File: src/rtl/gost_block_cipher_defines.svh
// Assertion macros used by the GOST round cell RTL.
`ifndef GOST_BLOCK_CIPHER_DEFINES_SVH
`define GOST_BLOCK_CIPHER_DEFINES_SVH

// same-cycle implication
`define GOST_ASSERT_NOW(lbl, ante, cons) \
  lbl: assert property (@(posedge clk_i) disable iff (!rst_ni) (ante) |-> (cons)) \
    else $error("gost assertion failed");

// next-cycle implication
`define GOST_ASSERT_NEXT(lbl, ante, cons) \
  lbl: assert property (@(posedge clk_i) disable iff (!rst_ni) (ante) |=> (cons)) \
    else $error("gost assertion failed");

`endif

File: src/rtl/gost_pkg.sv
// Package: types, S-box, round function and key schedule of the GOST cipher.
`default_nettype none

package gost_pkg;

  localparam int unsigned ROUNDS = 32;
  localparam int unsigned KEY_WORDS = 8;
  localparam int unsigned CFG_REGS = 4;
  localparam int unsigned ROT_L = 11;
  localparam int unsigned ROT_R = 21;

  typedef struct packed {
    logic        kind;
    logic [31:0] lo;
    logic [31:0] hi;
  } gost_blk_t;

  localparam logic [3:0] SBOX [8][16] = '{
    '{4'd4, 4'd10, 4'd9, 4'd2, 4'd13, 4'd8, 4'd0, 4'd14,
      4'd6, 4'd11, 4'd1, 4'd12, 4'd7, 4'd15, 4'd5, 4'd3},
    '{4'd14, 4'd11, 4'd4, 4'd12, 4'd6, 4'd13, 4'd15, 4'd10,
      4'd2, 4'd3, 4'd8, 4'd1, 4'd0, 4'd7, 4'd5, 4'd9},
    '{4'd5, 4'd8, 4'd1, 4'd13, 4'd10, 4'd3, 4'd4, 4'd2,
      4'd14, 4'd15, 4'd12, 4'd7, 4'd6, 4'd0, 4'd9, 4'd11},
    '{4'd7, 4'd13, 4'd10, 4'd1, 4'd0, 4'd8, 4'd9, 4'd15,
      4'd14, 4'd4, 4'd6, 4'd12, 4'd11, 4'd2, 4'd5, 4'd3},
    '{4'd6, 4'd12, 4'd7, 4'd1, 4'd5, 4'd15, 4'd13, 4'd8,
      4'd4, 4'd10, 4'd9, 4'd14, 4'd0, 4'd3, 4'd11, 4'd2},
    '{4'd4, 4'd11, 4'd10, 4'd0, 4'd7, 4'd2, 4'd1, 4'd13,
      4'd3, 4'd6, 4'd8, 4'd5, 4'd9, 4'd12, 4'd15, 4'd14},
    '{4'd13, 4'd11, 4'd4, 4'd1, 4'd3, 4'd15, 4'd5, 4'd9,
      4'd0, 4'd10, 4'd14, 4'd7, 4'd6, 4'd8, 4'd2, 4'd12},
    '{4'd1, 4'd15, 4'd13, 4'd0, 4'd5, 4'd7, 4'd10, 4'd4,
      4'd9, 4'd2, 4'd3, 4'd14, 4'd6, 4'd11, 4'd8, 4'd12}
  };

  function automatic logic [31:0] round_fn(logic [31:0] half, logic [31:0] key);
    logic [31:0] s;
    logic [31:0] t;
    s = half + key;
    for (int p = 0; p < 8; p++) begin
      t[4*p +: 4] = SBOX[p][s[4*p +: 4]];
    end
    return (t << ROT_L) | (t >> ROT_R);
  endfunction

  // key word used in round r; forward passes take 0..7, reverse 7..0
  function automatic logic [2:0] key_index(int unsigned r, logic dec);
    logic [2:0] pos;
    logic [1:0] pass;
    logic       fwd;
    pos  = 3'(r % 8);
    pass = 2'((r / 8) % 4);
    fwd  = dec ? (pass == 2'd0) : (pass != 2'd3);
    return fwd ? pos : (3'd7 - pos);
  endfunction

endpackage

`default_nettype wire

File: src/rtl/gost_round_cell.sv
// One Feistel round cell with its own stage register and ready chain link.
`default_nettype none

module gost_round_cell (
  input  wire logic               clk_i,
  input  wire logic               rst_ni,
  input  wire logic               valid_i,
  input  wire gost_pkg::gost_blk_t data_i,
  output logic                    ready_o,
  input  wire logic [31:0]        key_enc_i,
  input  wire logic [31:0]        key_dec_i,
  output logic                    valid_o,
  output gost_pkg::gost_blk_t     data_o,
  input  wire logic               ready_i
);

  `include "gost_block_cipher_defines.svh"

  logic                valid_q, valid_d;
  gost_pkg::gost_blk_t data_q, data_d;
  logic [31:0]         key;

  assign ready_o = !valid_q || ready_i;
  assign key     = data_i.kind ? key_dec_i : key_enc_i;

  always_comb begin
    data_d.kind = data_i.kind;
    data_d.hi   = data_i.lo;
    data_d.lo   = gost_pkg::round_fn(data_i.lo, key) ^ data_i.hi;
    valid_d     = ready_o ? valid_i : valid_q;
  end

  always_ff @(posedge clk_i or negedge rst_ni) begin
    if (!rst_ni) begin
      valid_q <= 1'b0;
    end else begin
      valid_q <= valid_d;
    end
  end

  always_ff @(posedge clk_i) begin
    if (ready_o && valid_i) begin
      data_q <= data_d;
    end
  end

  assign valid_o = valid_q;
  assign data_o  = data_q;

  `GOST_ASSERT_NEXT(a_hold, valid_q && !ready_i, valid_q && $stable(data_q))
  `GOST_ASSERT_NEXT(a_load, valid_i && ready_o, valid_q)
  `GOST_ASSERT_NEXT(a_drain, valid_q && ready_i && !valid_i, !valid_q)

endmodule

`default_nettype wire

File: config.mk
export PLATFORM = sky130hd
export DESIGN_NAME = gost_round_cell
export DESIGN_NICKNAME = d
export VERILOG_FILES = /design/src/rtl/gost_pkg.sv /design/src/rtl/gost_round_cell.sv
export VERILOG_INCLUDE_DIRS = /design/src /design/src/rtl
export SDC_FILE = /design/constraint.sdc
export NUM_CORES = 1
export LEC_CHECK = 0
export ABC_AREA = 1
export BUFFER_PORTS_ARGS = -buffer_cell sky130_fd_sc_hd__buf_2
export CAP_MARGIN = 20
export CELL_PAD_IN_SITES_DETAIL_PLACEMENT = 0
export CELL_PAD_IN_SITES_GLOBAL_PLACEMENT = 1
export CORE_MARGIN = 4
export CORE_UTILIZATION = 37
export DETAILED_ROUTE_END_ITERATION = 6
export GPL_TIMING_DRIVEN = 0
export HOLD_SLACK_MARGIN = 0.02
export PLACE_DENSITY_LB_ADDON = 0.1
export SETUP_SLACK_MARGIN = 0.5
export SKIP_CTS_REPAIR_TIMING = 1
export SLEW_MARGIN = 20
export SYNTH_ARGS = -nofsm -noshare
export SYNTH_HDL_FRONTEND = slang
export SYNTH_SLANG_ARGS = --single-unit
File: constraint.sdc
create_clock -name clk_i -period 5.5 [get_ports clk_i]
set_input_delay 0.275 -clock clk_i [delete_from_list [all_inputs] [get_ports clk_i]]
set_output_delay 0.275 -clock clk_i [all_outputs]
set_load 0.02 [all_outputs]
==> impl_metrics.json, run 1 <==
{
  "status": "finished clean",
  "drt_wl_total_mm": 17.8,
  "path_clk_slew_ps": 60,
  "synth_nets": 1119,
  "numCtsBuffers": 9,
  "worstSetupEndpointType": "flop",
  "drt-initial-drc-count": 243,
  "nets": 1333,
  "crit_fanout": 10,
  "ys_seq_elements": 66,
  "whs_path_depth": 1,
  "arrival_ps": 4230,
  "post-route-period-util_pct": 75.3,
  "hold_ws_ps": 124,
  "cts_sinks": 66,
  "dr.pass1.iters": 4,
  "r2r_start": "valid_o",
  "skew_ps": 9.83,
  "r2r_cells": 3,
  "netlist_area_um2": 6620,
  "placed_cell_area_um2": 7990,
  "overflow": 0,
  "period_minus_slack_ps": 4140,
  "worstReg2RegEnd": "data_o[6]",
  "antenna_found_initial": 0,
  "hold_class": "in -> reg",
  "synthTopCellsByArea": "edfxtp_1, nand2_1, ha_1",
  "seq_area_frac_synth_pct": 29.9,
  "report.final.slew_viol_count": 0,
  "finish.utilization_pct": 47.8,
  "rsz0062_at_grt": "false",
  "setup_ws_ps": 1360,
  "clock.fmax_mhz": 242,
  "syn_inst": 912,
  "ant_nets": 0,
  "gp_congestion": 0.828,
  "drc": 0,
  "routedWlPerCell_um": 13.1,
  "place_ws_ps": 948,
  "synth_top_area_share_pct": 29.5,
  "ios": 200,
  "start_util_pct": 38.0,
  "area_growth_pct": 25.7,
  "critPathLaunchType": "primary input",
  "cts_root_buffer": "clkbuf_16",
  "core-area_um2": 17400,
  "hpwl_mm": 15.1,
  "crit_type": "in -> reg",
  "leakagePower_nw": 4.49,
  "drive_gt1_share_pct": 24.8,
  "reg2reg_slack_ps": 3900,
  "maxCapViolCount": 0,
  "design.die.area_um2": 20100,
  "ctsLongestPathBuffers": 2,
  "finalHoldViolCount": 0,
  "final_common_cell": "nand2_1",
  "rows": 48,
  "worstMarginPinSlew_ps": 797,
  "die_y_um": 142,
  "final_cell_mix": "nand2_1, buf_2, inv_1",
  "fin_area_um2": 8320,
  "via_per_inst": 4.55,
  "relSlewSlack_pct": 46.9,
  "insertion_delay_ps": 340,
  "crit_slowest_cell": "clkbuf_1",
  "max_stage_delay_ps": 660,
  "cts_tree": "yes",
  "synth_cell_types": 40,
  "antennaDiodeCount": 0,
  "port_buffers": 199,
  "peakVddDrop_uv": 159,
  "setup_violations": 0,
  "ys_warn_count": 0,
  "vias": 6172,
  "yosysTopAreaCell": "edfxtp_1",
  "hp-start": "data_i[64]",
  "fp.dieW_um": 142,
  "hold_end": "data_o[64]",
  "fin_tns_setup_ps": 0,
  "power_density_nw_per_um2": 291,
  "path_cells": "buf_2 -> clkbuf_1 -> clkbuf_1 -> mux2_2 -> ha_1 -> inv_1 -> fa_1 -> inv_1 -> nand3_1 -> nand2_1 -> nand3_1 -> nand3_1 -> xor2_1 -> inv_1 -> ha_1 -> or2_1 -> o211ai_1 -> nand2_1 -> xnor2_1",
  "grt_max_degree": 23,
  "synth_area_per_cell_um2": 7.26,
  "grt_pass1_wl_mm": 29.2,
  "crit_required_ps": 5590,
  "cts_max_level": 3,
  "grt_pass1_vias": 5956,
  "grt_use_total_pct": 18.0
}
[worst max-delay path: cells and delay by family]
family          cells  cell delay, ps
fa+ha+maj           3             880
simple gates        6             830
mux                 1             290
buf+inv             6            1390
xor+xnor            2             480
compound gates      1              80
[per-stage QoR]
step                      cells  power, mW
after floorplan             912       1.52
after global placement     1336       1.81
after detailed placement   1339       1.82
after CTS                  1355       2.46
after global routing       1356       2.65
final                      1356       2.42
[cells in the mapped netlist]
| master | count |
|---|---|
| nand2_1 | 338 |
| nand4_1 | 5 |
| or2_1 | 2 |
| xor2_1 | 16 |
| o22ai_1 | 1 |
| inv_1 | 136 |
| nor3_1 | 3 |
| nand2_2 | 18 |
| and2_1 | 2 |
| a31oi_1 | 2 |
| nor2_1 | 47 |
| nand3b_1 | 15 |
| a21boi_1 | 1 |
| o21bai_1 | 4 |
| edfxtp_1 | 65 |
| or2_2 | 1 |
| a31o_2 | 1 |
| clkbuf_1 | 4 |
| mux2i_1 | 1 |
| nor2_2 | 1 |
| nor3_2 | 2 |
| o211ai_1 | 11 |
| a21o_1 | 2 |
| inv_2 | 2 |
| nand3_2 | 1 |
| o21ai_0 | 15 |
| or2_0 | 1 |
| xnor2_1 | 16 |
| o21ai_1 | 3 |
| nor2_4 | 1 |
| fa_1 | 1 |
| mux2_2 | 31 |
| ha_1 | 73 |
| xnor2_2 | 1 |
| nand2_4 | 2 |
| dfrtp_1 | 1 |
| o21ai_2 | 3 |
| nand3_1 | 55 |
| and3_1 | 1 |
| a21oi_1 | 27 |
[state kept, by name, indices dropped and copies added, names as in the netlist]
register	count
data_o	65
valid_o	1
[where the power goes]
group	total, mW	switching (mW)	internal, mW
Sequential	0.663	0.0128	0.650
Combinational	1.14	0.715	0.422
Clock	0.621	0.220	0.401
[how the worst max path moves through the flow]
| stage | startpoint | end | slack [ps] | cells after the start |
|---|---|---|---|---|
| after floorplan | valid_o | data_o[0] | 1320 | 1 |
| after global placement | valid_o | data_o[57] | -240 | 1 |
| after detailed placement | data_i[64] | data_o[58] | 950 | 19 |
| after CTS | data_i[64] | data_o[58] | 1290 | 19 |
| after global routing | data_i[64] | data_o[58] | 1020 | 19 |
| final | data_i[64] | data_o[58] | 1360 | 19 |
[cells by family (layout without fill, tap and decap cells)]
group           Yosys count  after routing  synth area share (%)
flops                    66             66                  29.9
xor+xnor                 33             33                  4.48
buf+inv                 142            361                  8.05
fa+ha+maj                74             74                  14.1
mux                      32             32                  5.43
simple gates            495            495                  31.8
compound gates           70             70                  6.26
[cell type report]
type                            instances  area, um^2
Buffer                                  4        15.0
Clock buffer                           15         288
Clock inverter                          1        30.0
Fill cell                            1837        9100
Inverter                              138         518
Multi-Input combinational cell        704        4120
Sequential cell                        66        1980
Tap cell                              225         282
Timing Repair Buffer                  203        1090
[layer usage]
layer  wire length (um)  global-route usage, %  part of all wire [%]
met5                  0                      0                     0
met4                203                   5.05                   1.1
met3               1030                   3.10                   5.8
met2               7770                   28.3                    44
met1               8820                   25.6                    50
Note: power is estimated with default switching activity, not from simulation.
==> run 2: changes to the inputs <==
==> constraint.sdc (replaced) <==
create_clock -name clk_i -period 4.3 [get_ports clk_i]
set_input_delay 0.215 -clock clk_i [delete_from_list [all_inputs] [get_ports clk_i]]
set_output_delay 0.215 -clock clk_i [all_outputs]
set_load 0.02 [all_outputs]
==> impl_metrics.json, run 2 (synthesis results as in run 1) <==
{
  "grt_pass1_vias": 5963,
  "ant_nets": 0,
  "critical_path.top_delay_family": "buffers and inverters",
  "leakagePower_nw": 4.48,
  "rsz0062_at_grt": "false",
  "grt_use_total_pct": 17.8,
  "crit_start": "data_i[64]",
  "final_cell_mix": "nand2_1, buf_2, inv_1",
  "cts_root_buffer": "clkbuf_16",
  "r2r_cells": 3,
  "power_density_nw_per_um2": 364,
  "hp-start": "data_i[64]",
  "grt_pass1_wl_mm": 28.9,
  "gp_congestion": 0.822,
  "port_buffers": 199,
  "rows": 48,
  "drt_wl_total_mm": 17.8,
  "skew_ps": 4.75,
  "whs_path_depth": 1,
  "setup_violations": 0,
  "nets": 1333,
  "ios": 200,
  "r2r_start": "valid_o",
  "report.final.slew_viol_count": 0,
  "core-area_um2": 17400,
  "design.die.area_um2": 20100,
  "post-route-period-util_pct": 82.7,
  "arrival_ps": 3650,
  "place_ws_ps": -201,
  "ctsLongestPathBuffers": 2,
  "cts_sinks": 66,
  "insertion_delay_ps": 340,
  "final_common_cell": "nand2_1",
  "die_y_um": 142,
  "max_stage_delay_ps": 400,
  "grt_max_degree": 23,
  "overflow": 0,
  "path_depth": 16,
  "crit_fanout": 10,
  "drc": 0,
  "cts_max_level": 3,
  "setup_ws_ps": 743,
  "cp.buffers_inverters": 5,
  "cts_tree": "yes",
  "vias": 6220,
  "path_cells": "buf_2 -> clkbuf_2 -> clkbuf_2 -> mux2_2 -> ha_1 -> nand2_2 -> inv_1 -> a21oi_1 -> nand3_1 -> xor2_1 -> inv_1 -> ha_1 -> or2_1 -> o211ai_1 -> nand2_1 -> xnor2_1",
  "dr.pass1.iters": 5,
  "period_minus_slack_ps": 3560,
  "hold_ws_ps": 63.5,
  "routedWlPerCell_um": 13.1,
  "via_per_inst": 4.59,
  "relSlewSlack_pct": 61.9,
  "worstMarginPinSlew_ps": 570,
  "start_util_pct": 38.0,
  "crit_slowest_cell": "mux2_2",
  "drt-initial-drc-count": 262,
  "peakVddDrop_uv": 189,
  "area_growth_pct": 25.1,
  "maxCapViolCount": 0,
  "status": "finished clean",
  "antennaDiodeCount": 0,
  "crit_type": "in -> reg",
  "antenna_found_initial": 0,
  "numCtsBuffers": 9,
  "fillers": 1847,
  "critPathLaunchType": "primary input",
  "crit_required_ps": 4390,
  "finalHoldViolCount": 0,
  "fp.dieW_um": 142,
  "path_clk_slew_ps": 60,
  "worstSetupEndpointType": "flop",
  "largest_reg_flops": 65,
  "clock.fmax_mhz": 281,
  "drive_gt1_share_pct": 25.0,
  "hold_class": "in -> reg",
  "hpwl_mm": 14.9
}
run 2: cell types whose count changed in the layout (fill, tap and decap cells not counted), sizes merged:
cell	delta
clkbuf	-5
clkinv	+4
run 2: layout make-up:
cell class / instances / area [um^2] / share of cell area, %
multi-input combinational: 704 / 4120 / 49.7
sequential: 66 / 1980 / 23.9
timing repair buffer: 203 / 1090 / 13.1
inverter: 138 / 518 / 6.25
tap: 225 / 282 / 3.40
clock buffer: 10 / 229 / 2.76
clock inverter: 5 / 46.3 / 0.559
buffer: 4 / 22.5 / 0.272
run 2: per-layer routing:
metal,part of all wire [%],GRT usage [%],up-vias
met5,0,0,-
met1,50,25.6,2698
met3,5.7,3.13,11
li1,-,-,3369
met4,1.1,4.70,0
met2,43,27.7,142
run 2: final timing paths:
check	end	slack, ps
worst max-delay path	data_o[58]	740
worst min-delay path	data_o[64]	60
worst max register to register	data_o[6]	2730
worst min register to register	valid_o	580
max in group asynchronous	valid_o	4040
min in group asynchronous	valid_o	170
run 2: power breakdown:
group          leakage [nW]  switching, mW  internal (mW)  total, mW
combinational          3.71          0.912          0.541       1.45
sequential            0.631         0.0163          0.832      0.848
clock                 0.135          0.277          0.439      0.715
total                  4.48           1.21           1.81       3.02
run 2: per-stage QoR:
stage | TNS [ps] | util, % | total power [mW] | area, um^2 | cells
3_5_place_dp | -345 | 45.9 | 2.32 | 7990 | 1339
4_1_cts | 0 | 47.5 | 3.06 | 8270 | 1354
6_report | 0 | 47.6 | 3.02 | 8280 | 1355
3_3_place_gp | -482 | 45.4 | 2.31 | 7900 | 1336
2_1_floorplan | 0 | - | 1.94 | 6620 | 912
5_1_grt | 0 | 47.6 | 3.30 | 8280 | 1355
